`src/rtl/core/mctt_pkg.sv`:
```
// shared constants and types for the midi clock tempo tracker
// no dependencies
package mctt_pkg;

  localparam int DEF_AVG_DEPTH = 24;

  localparam int BYTE_W      = 8;
  localparam int TIME_W      = 32;
  localparam int CNT_W       = 5;
  localparam int CFG_IDX_W   = 2;
  localparam int BPM_W       = 26;
  localparam int BPM_STAT_W  = 2;

  localparam logic [BYTE_W-1:0] CLOCK_BYTE      = 8'hF8;
  localparam logic [BYTE_W-1:0] DATA_LIMIT      = 8'h80;
  localparam logic [CNT_W-1:0]  CLOCKS_PER_BEAT = 5'd24;
  localparam longint            BPM_SCALE       = 64'd2500000;
  localparam logic [BPM_W-1:0]  BPM_MAX         = {BPM_W{1'b1}};
  localparam logic [CNT_W-1:0]  CFG_DEFAULT     = 5'd4;

  typedef enum logic [CFG_IDX_W-1:0] {
    CFG_BEATS_PER_BAR  = 2'd0,
    CFG_BARS_PER_CYCLE = 2'd1
  } cfg_reg_t;

  typedef enum logic [BPM_STAT_W-1:0] {
    BPM_NONE  = 2'd0,
    BPM_VALID = 2'd1,
    BPM_UNDEF = 2'd2
  } bpm_stat_t;

endpackage

```
`src/rtl/core/mctt_div.sv`:
```
// restoring divider, one quotient bit per cycle
// standalone, no package dependencies
module mctt_div #(
  parameter int NUM_W = 26,
  parameter int DEN_W = 37
) (
  input  logic             clk,
  input  logic             rst_n,
  input  logic             start,
  input  logic [NUM_W-1:0] numer,
  input  logic [DEN_W-1:0] denom,
  output logic             done,
  output logic [NUM_W-1:0] quot
);

  localparam int STEP_W = (NUM_W > 1) ? $clog2(NUM_W) : 1;

  logic              busy_r;
  logic              done_r;
  logic [STEP_W-1:0] step_r;
  logic [DEN_W-1:0]  rem_r;
  logic [NUM_W-1:0]  quo_r;
  logic [DEN_W:0]    trial;
  logic              ge;

  assign trial = {rem_r, quo_r[NUM_W-1]};
  assign ge    = (trial >= {1'b0, denom});

  always_ff @(posedge clk) begin
    if (!rst_n) begin
      busy_r <= 1'b0;
      done_r <= 1'b0;
      step_r <= '0;
    end else begin
      done_r <= 1'b0;
      if (start) begin
        busy_r <= 1'b1;
        step_r <= '0;
        rem_r  <= '0;
        quo_r  <= numer;
      end else if (busy_r) begin
        rem_r <= ge ? DEN_W'(trial - {1'b0, denom}) : DEN_W'(trial);
        quo_r <= {quo_r[NUM_W-2:0], ge};
        if (step_r == STEP_W'(NUM_W - 1)) begin
          busy_r <= 1'b0;
          done_r <= 1'b1;
        end else begin
          step_r <= step_r + 1'b1;
        end
      end
    end
  end

  assign done = done_r;
  assign quot = quo_r;

endmodule

```
`src/rtl/core/midi_clock_tempo_tracker_unit.sv`:
```
// midi clock tempo tracker top level: period ring, running sum, beat and bar counters
// depends on mctt_pkg and mctt_div
//
// usage: the in_ channel carries one received midi byte with its microsecond
// arrival time; each transfer yields exactly one result on the out_ channel.
// the cfg_ channel writes beats_per_bar (index 0) and bars_per_cycle (index 1)
// and is always ready; write it only while the block is idle.
// one item at a time: in_ready is high only when no item is in flight.
// a non-clock byte goes from idle straight to the output state; a timing clock
// passes through the read and add states first, and the clock that closes the
// ring with a nonzero sum also waits in the divide state for the serial divider,
// which produces one quotient bit per cycle.
// the period ring is a single-port memory, read in the cycle before its write.
// reset clears the ring through per-entry valid bits, so no clearing pass is
// needed and the block is ready as soon as reset is released.
// while the receiver stalls, the result holds on the out_ ports and no new
// input is taken.
module midi_clock_tempo_tracker_unit #(
  parameter int AVG_DEPTH = mctt_pkg::DEF_AVG_DEPTH
) (
  input  logic                             clk,
  input  logic                             rst_n,
  input  logic                             cfg_valid,
  output logic                             cfg_ready,
  input  logic [mctt_pkg::CFG_IDX_W-1:0]   cfg_index,
  input  logic [mctt_pkg::CNT_W-1:0]       cfg_data,
  input  logic                             in_valid,
  output logic                             in_ready,
  input  logic [mctt_pkg::BYTE_W-1:0]      in_midi_byte,
  input  logic [mctt_pkg::TIME_W-1:0]      in_time_us,
  output logic                             out_valid,
  input  logic                             out_ready,
  output logic                             out_is_clock,
  output logic [mctt_pkg::CNT_W-1:0]       out_beat_number,
  output logic [mctt_pkg::CNT_W-1:0]       out_bar_number,
  output logic                             out_beat_start,
  output logic                             out_beat_end,
  output logic [mctt_pkg::BPM_STAT_W-1:0]  out_bpm_status,
  output logic [mctt_pkg::BPM_W-1:0]       out_bpm_value,
  output logic                             out_is_data_byte
);
  import mctt_pkg::*;

  localparam int     IDX_W = (AVG_DEPTH > 1) ? $clog2(AVG_DEPTH) : 1;
  localparam int     SUM_W = TIME_W + ((AVG_DEPTH > 1) ? $clog2(AVG_DEPTH) : 0);
  localparam longint NUMER = BPM_SCALE * AVG_DEPTH;
  localparam int     NUM_W = $clog2(NUMER + 1);

  typedef enum logic [2:0] {
    S_IDLE,
    S_READ,
    S_ADD,
    S_DIV,
    S_OUT
  } state_t;

  state_t            state_r;
  logic [CNT_W-1:0]  bpb_r;
  logic [CNT_W-1:0]  bpc_r;
  logic [TIME_W-1:0] time_r;
  logic [TIME_W-1:0] last_r;
  logic [TIME_W-1:0] period_r;
  logic [SUM_W-1:0]  sum_r;
  logic [IDX_W-1:0]  ring_idx_r;
  logic [AVG_DEPTH-1:0] ring_vld_r;
  logic              old_vld_r;
  logic [TIME_W-1:0] rd_data_r;
  logic [TIME_W-1:0] ring_mem [AVG_DEPTH];
  logic [CNT_W-1:0]  phase_r;
  logic [CNT_W-1:0]  beat_r;
  logic [CNT_W-1:0]  bar_r;
  logic              is_clock_r;
  logic              bstart_r;
  logic              bend_r;
  bpm_stat_t         status_r;
  logic [BPM_W-1:0]  bpm_r;
  logic              data_r;

  logic              in_xfer;
  logic              ring_we;
  logic [TIME_W-1:0] period_nxt;
  logic [TIME_W-1:0] old_val;
  logic [SUM_W-1:0]  sum_nxt;
  logic [CNT_W-1:0]  bpb_eff;
  logic [CNT_W-1:0]  bpc_eff;
  logic [CNT_W:0]    beat_inc;
  logic [CNT_W:0]    bar_inc;
  logic              div_start;
  logic              div_done;
  logic [NUM_W-1:0]  div_quot;
  logic [BPM_W-1:0]  bpm_sat;

  assign cfg_ready = 1'b1;
  assign in_ready  = (state_r == S_IDLE);
  assign in_xfer   = in_valid && in_ready;
  assign ring_we   = (state_r == S_READ);

  assign period_nxt = time_r - last_r;
  assign old_val    = old_vld_r ? rd_data_r : '0;
  assign sum_nxt    = sum_r + SUM_W'(period_r);
  assign bpb_eff    = (bpb_r == '0) ? CNT_W'(1) : bpb_r;
  assign bpc_eff    = (bpc_r == '0) ? CNT_W'(1) : bpc_r;
  assign beat_inc   = {1'b0, beat_r} + 1'b1;
  assign bar_inc    = {1'b0, bar_r} + 1'b1;
  assign div_start  = (state_r == S_ADD) && (ring_idx_r == IDX_W'(AVG_DEPTH - 1)) &&
                      (sum_nxt != '0);
  assign bpm_sat    = (32'(div_quot) > 32'(BPM_MAX)) ? BPM_MAX : BPM_W'(div_quot);

  // sum_r holds the updated sum for the whole division
  mctt_div #(
    .NUM_W (NUM_W),
    .DEN_W (SUM_W)
  ) u_div (
    .clk   (clk),
    .rst_n (rst_n),
    .start (div_start),
    .numer (NUM_W'(NUMER)),
    .denom (sum_r),
    .done  (div_done),
    .quot  (div_quot)
  );

  // period ring storage
  always_ff @(posedge clk) begin
    if (in_xfer) begin
      rd_data_r <= ring_mem[ring_idx_r];
    end
    if (ring_we) begin
      ring_mem[ring_idx_r] <= period_nxt;
    end
  end

  always_ff @(posedge clk) begin
    if (!rst_n) begin
      bpb_r <= CFG_DEFAULT;
      bpc_r <= CFG_DEFAULT;
    end else if (cfg_valid && cfg_ready) begin
      if (cfg_index == CFG_BEATS_PER_BAR) begin
        bpb_r <= cfg_data;
      end else if (cfg_index == CFG_BARS_PER_CYCLE) begin
        bpc_r <= cfg_data;
      end
    end
  end

  always_ff @(posedge clk) begin
    if (!rst_n) begin
      state_r    <= S_IDLE;
      last_r     <= '0;
      sum_r      <= '0;
      ring_idx_r <= '0;
      ring_vld_r <= '0;
      phase_r    <= '0;
      beat_r     <= '0;
      bar_r      <= CNT_W'(1);
    end else begin
      unique case (state_r)
        S_IDLE: begin
          if (in_xfer) begin
            time_r     <= in_time_us;
            is_clock_r <= (in_midi_byte == CLOCK_BYTE);
            bstart_r   <= 1'b0;
            bend_r     <= 1'b0;
            status_r   <= BPM_NONE;
            bpm_r      <= '0;
            data_r     <= (in_midi_byte < DATA_LIMIT);
            old_vld_r  <= ring_vld_r[ring_idx_r];
            state_r    <= (in_midi_byte == CLOCK_BYTE) ? S_READ : S_OUT;
          end
        end
        S_READ: begin
          sum_r                  <= sum_r - SUM_W'(old_val);
          period_r               <= period_nxt;
          last_r                 <= time_r;
          ring_vld_r[ring_idx_r] <= 1'b1;
          if (phase_r == '0) begin
            bstart_r <= 1'b1;
            if (beat_inc > {1'b0, bpb_eff}) begin
              beat_r <= CNT_W'(1);
              if (bar_inc > {1'b0, bpc_eff}) begin
                bar_r <= CNT_W'(1);
              end else begin
                bar_r <= CNT_W'(bar_inc);
              end
            end else begin
              beat_r <= CNT_W'(beat_inc);
            end
          end else if (phase_r == CLOCKS_PER_BEAT - 1'b1) begin
            bend_r <= 1'b1;
          end
          phase_r <= (phase_r == CLOCKS_PER_BEAT - 1'b1) ? '0 : phase_r + 1'b1;
          state_r <= S_ADD;
        end
        S_ADD: begin
          sum_r <= sum_nxt;
          if (ring_idx_r == IDX_W'(AVG_DEPTH - 1)) begin
            ring_idx_r <= '0;
            if (sum_nxt != '0) begin
              state_r <= S_DIV;
            end else begin
              status_r <= BPM_UNDEF;
              state_r  <= S_OUT;
            end
          end else begin
            ring_idx_r <= ring_idx_r + 1'b1;
            state_r    <= S_OUT;
          end
        end
        S_DIV: begin
          if (div_done) begin
            status_r <= BPM_VALID;
            bpm_r    <= bpm_sat;
            state_r  <= S_OUT;
          end
        end
        S_OUT: begin
          if (out_ready) begin
            state_r <= S_IDLE;
          end
        end
        default: begin
          state_r <= S_IDLE;
        end
      endcase
    end
  end

  assign out_valid        = (state_r == S_OUT);
  assign out_is_clock     = is_clock_r;
  assign out_beat_number  = beat_r;
  assign out_bar_number   = bar_r;
  assign out_beat_start   = bstart_r;
  assign out_beat_end     = bend_r;
  assign out_bpm_status   = status_r;
  assign out_bpm_value    = bpm_r;
  assign out_is_data_byte = data_r;

endmodule

```
`config.mk`:
```
export PLATFORM = sky130hd
export DESIGN_NAME = midi_clock_tempo_tracker_unit
export DESIGN_NICKNAME = d
export VERILOG_FILES = /design/src/rtl/core/mctt_pkg.sv /design/src/rtl/core/mctt_div.sv /design/src/rtl/core/midi_clock_tempo_tracker_unit.sv
export SDC_FILE = /design/constraint.sdc
export NUM_CORES = 2
export LEC_CHECK = 0
export ABC_AREA = 1
export BUFFER_PORTS_ARGS = -buffer_cell sky130_fd_sc_hd__buf_4
export CAP_MARGIN = 20
export CORE_MARGIN = 5
export CORE_UTILIZATION = 30
export CTS_BUF_LIST = sky130_fd_sc_hd__clkbuf_4 sky130_fd_sc_hd__clkbuf_8
export DETAILED_ROUTE_END_ITERATION = 8
export HOLD_SLACK_MARGIN = 0.15
export SLEW_MARGIN = 15
export SYNTH_ARGS = -nofsm -noshare
export SYNTH_HDL_FRONTEND = slang
export SYNTH_HIERARCHICAL = 1
export SYNTH_SLANG_ARGS = --single-unit
```
`constraint.sdc`:
```
create_clock -name clk -period 10.83 [get_ports clk]
set_input_delay 2.7075 -clock clk [delete_from_list [all_inputs] [get_ports clk]]
set_output_delay 2.7075 -clock clk [all_outputs]
set_load 0.01 [all_outputs]
```
==> results by group <==
Synthesis
  • Top cells by count, synth: nand2_1 (1018), edfxtp_1 (960), nor2_1 (748)
  • Area leader, netlist: edfxtp_1
  • Synth top area share: a little under three fifths
  • Top_reg_cell synth: edfxtp_1
  • Most numerous cell in the Yosys netlist: nand2_1
  • Yosys reg bits: approximately 1100
  • Ys async rst share: 0%
  • Seq/Total Area, Yosys: approximately three fifths
  • Largest cells by area after synthesis: edfxtp_1 (55%), nand2_1 (7.3%), nor2_1 (5.4%)
  • Syn avg cell area: between 9 and 10 µm²
  • Post-synth EDFFs: 960
  • Cell variety after synth: 65
  • Cells after Synth: ~5300
  • Synth warnings: 6
  • Mapped Area: about 52000 µm²

Pwr
  • Pwr/cell area: 145.5 nW/µm²
  • Worst vdd ir: between 0.08 and 0.09 mV
  • Tot Pwr: approximately 8.7 mW
  • P_leak: 23.00 nW

Timing
  • RSZ-0062 raised after global routing: false
  • Clock Skew: approximately 0.05 ns
  • Worst Tran Pin Value: between 1 and 1.5 ns
  • Max Fclk: approximately 190 MHz
  • Final Hold Fails: 0
  • Slew HR: 28.30%
  • Post-route setup TNS: 0 ns
  • Post-layout min period: between 5 and 6 ns
  • Setup violations, final: 0
  • Slew Limit Fails: 0
  • Tcrit/Tclk final: between 40% and 50%

Clocking
  • Hold buffer count at cts: 0
  • Clk sinks: 1093
  • Post-CTS sizing: 0
  • Worst skew pair latency: 0.91 ns
  • Postcts setup bufs: 0
  • CTS tree: yes
  • H-tree depth: 4
  • Clock root buffer: clkbuf_8
  • Clock transition at the registers of the reported paths: roughly 0.060 ns
  • Clock buffer depth: 3
  • Total CTS buffers: 174

Floorplanning
  • Initial Util: 30.11%
  • Die X: ~430 µm
  • Die extent in y: about 430 µm
  • Die area: approximately 180000 µm²
  • Core area: about 170000 µm²
  • Cell row count: approximately 150
  • I/O pins: between 90 and 100

Hold path
  • Hold Path Class: register to register

Global route
  • M2 GR Usage: ~28%
  • Global-route wire length before repair: ~230000 µm
  • Number of global-route vias before repair: 37540
  • Largest net degree at the start of global routing: slightly above 200
  • Gr busiest metal: met2
  • Total gr overflow: 0
  • Met1 usage: 22.41%
  • Antenna violations before repair: 10
  • Aggregate global-route resource usage: 16.72%
  • Met3 Usage GRT: 2.614%

Layout
  • Nets@finish: 5703
  • Ratio of cells with drive above 1 in the final layout: a little under an eighth
  • Non-Filler Instances: ~8000
  • Final instance area: approximately 60000 µm²
  • Synth-to-layout area growth: 14.51%

Route
  • DRT Wirelength: 157100 µm
  • DR pass1 iterations: 8
  • Final ANT Viol Nets: 0
  • Detailed-route DRC error count: 0
  • DR iter-0 viols: 3668
  • Via count: 39330
  • Wire length per cell: just under 20 µm
  • Vias per cell: between 4 and 5

Placement
  • Placed cells: roughly 7600
  • IO buf count: between 90 and 100
  • Dpl cell area: about 56000 µm²
  • Final GP Congestion: ~0.9
  • HPWL after DPL: roughly 100000 µm

Worst setup path
  • Crit end category: register
  • Crit start category: register
  • CP Data Arrival Time: 5.68 ns
  • Crit Path Max Fanout: 50
  • Setup CP Type: register to register
  • Req. time, crit path: around 11 ns

Job
  • Max-cap violation count: 0

Outcome
  • Outcome: complete, no violations
where the power goes:
group	internal, mW	switching [mW]	leakage [nW]
clock network	1.95	1.71	1.89
registers	4.67	0.0128	9.75
logic	0.0950	0.275	11.4
routing by layer:
layer / routed length [µm] / up-vias
met5: 0 / -
met4: 4112 / 0
met3: 10780 / 276
met2: 74720 / 1361
met1: 67470 / 19030
li1: - / 18670
placed cells by master, fill, tap and decap left out, drive strengths merged, types with 4 or more instances in the layout:
| master | n |
|---|---|
| clkbuf | 246 |
| a21oi | 209 |
| o22ai | 153 |
| or2 | 16 |
| a31oi | 19 |
| a21o | 10 |
| a21boi | 5 |
| nand3 | 121 |
| o221ai | 54 |
| a211oi | 11 |
| xor2 | 54 |
| a221oi | 4 |
| buf | 175 |
| o21a | 9 |
| nand2 | 1034 |
| ha | 152 |
| fa | 4 |
| clkinv | 61 |
| bufinv | 6 |
| nand4 | 58 |
| inv | 594 |
| nand3b | 18 |
| a22o | 27 |
| conb | 27 |
| nor2 | 794 |
| o21bai | 29 |
| dfxtp | 133 |
| nor4 | 6 |
| o21ai | 525 |
| o211ai | 46 |
| nor3 | 34 |
| xnor2 | 20 |
| edfxtp | 960 |
| and3 | 4 |
final cells by class:
type                    instances  area, µm²
well taps                    2325       2909
flip-flops and latches       1093      31500
repair buffers                175       1341
diodes                          2      5.005
multi-input cells            3461      18300
inverters                     590       2227
clock buffers                 246       2992
clock inverters                74      598.1
fillers                     17470     113800
registers in the layout (all words and copies together), names as in the netlist, 24 cells and up:
register,flops
last_r,32
out_bpm_value,26
period_r,32
rd_data_r,32
ring_mem,768
ring_vld_r,24
sum_r,37
time_r,32
u_div/quot,26
u_div/rem_r,37
critical path: stages, from the launching register on:
cell	delay, ns
edfxtp_1	0.38
ha_1	0.31
fa_1	0.51
nand3_1	0.15
nand3_2	0.12
nand2_1	0.08
nand2_1	0.11
nand2_1	0.17
nand3_2	0.11
nand2_1	0.13
nand3_1	0.08
nand2_1	0.12
nor2_1	0.05
nand2_1	0.07
nor2_1	0.06
nand3_1	0.12
nand2_2	0.09
inv_1	0.08
buf_4	0.45
clkinv_1	0.24
a21oi_4	0.70
buf_4	0.60
per-stage QoR:
stage	hold slack (ns)	utilization (%)	setup slack (ns)
3_3_place_gp	0.4448	32.39	5.423
3_5_place_dp	0.4514	32.41	5.351
2_1_floorplan	0.4292	-	4.517
5_1_grt	0.4929	34.48	5.331
6_report	0.4576	34.48	5.670
4_1_cts	0.4614	34.48	5.582
final timing paths:
check	from	to	slack, ns	cells after the start
worst max-delay path	period_r[0]	u_div/rem_r[4]	5.67	21
worst min-delay path	last_r[16]	last_r[16]	0.46	2
worst max register to register	period_r[0]	u_div/rem_r[4]	5.67	21
worst min register to register	last_r[16]	last_r[16]	0.46	2
logic make-up after synthesis:
| group | count (synthesis) | synth area share, % |
|---|---|---|
| AND/OR/NAND/NOR | 2091 | 16.42 |
| AO/OA/AOI/OAI | 1113 | 12.41 |
| XOR/XNOR | 74 | 1.240 |
| other | 2 | 0.01436 |
| flip-flops | 1093 | 60.23 |
| buffers and inverters | 803 | 5.892 |
| adder cells (fa/ha/maj) | 156 | 3.791 |
Note: power is estimated with default switching activity, not from simulation.
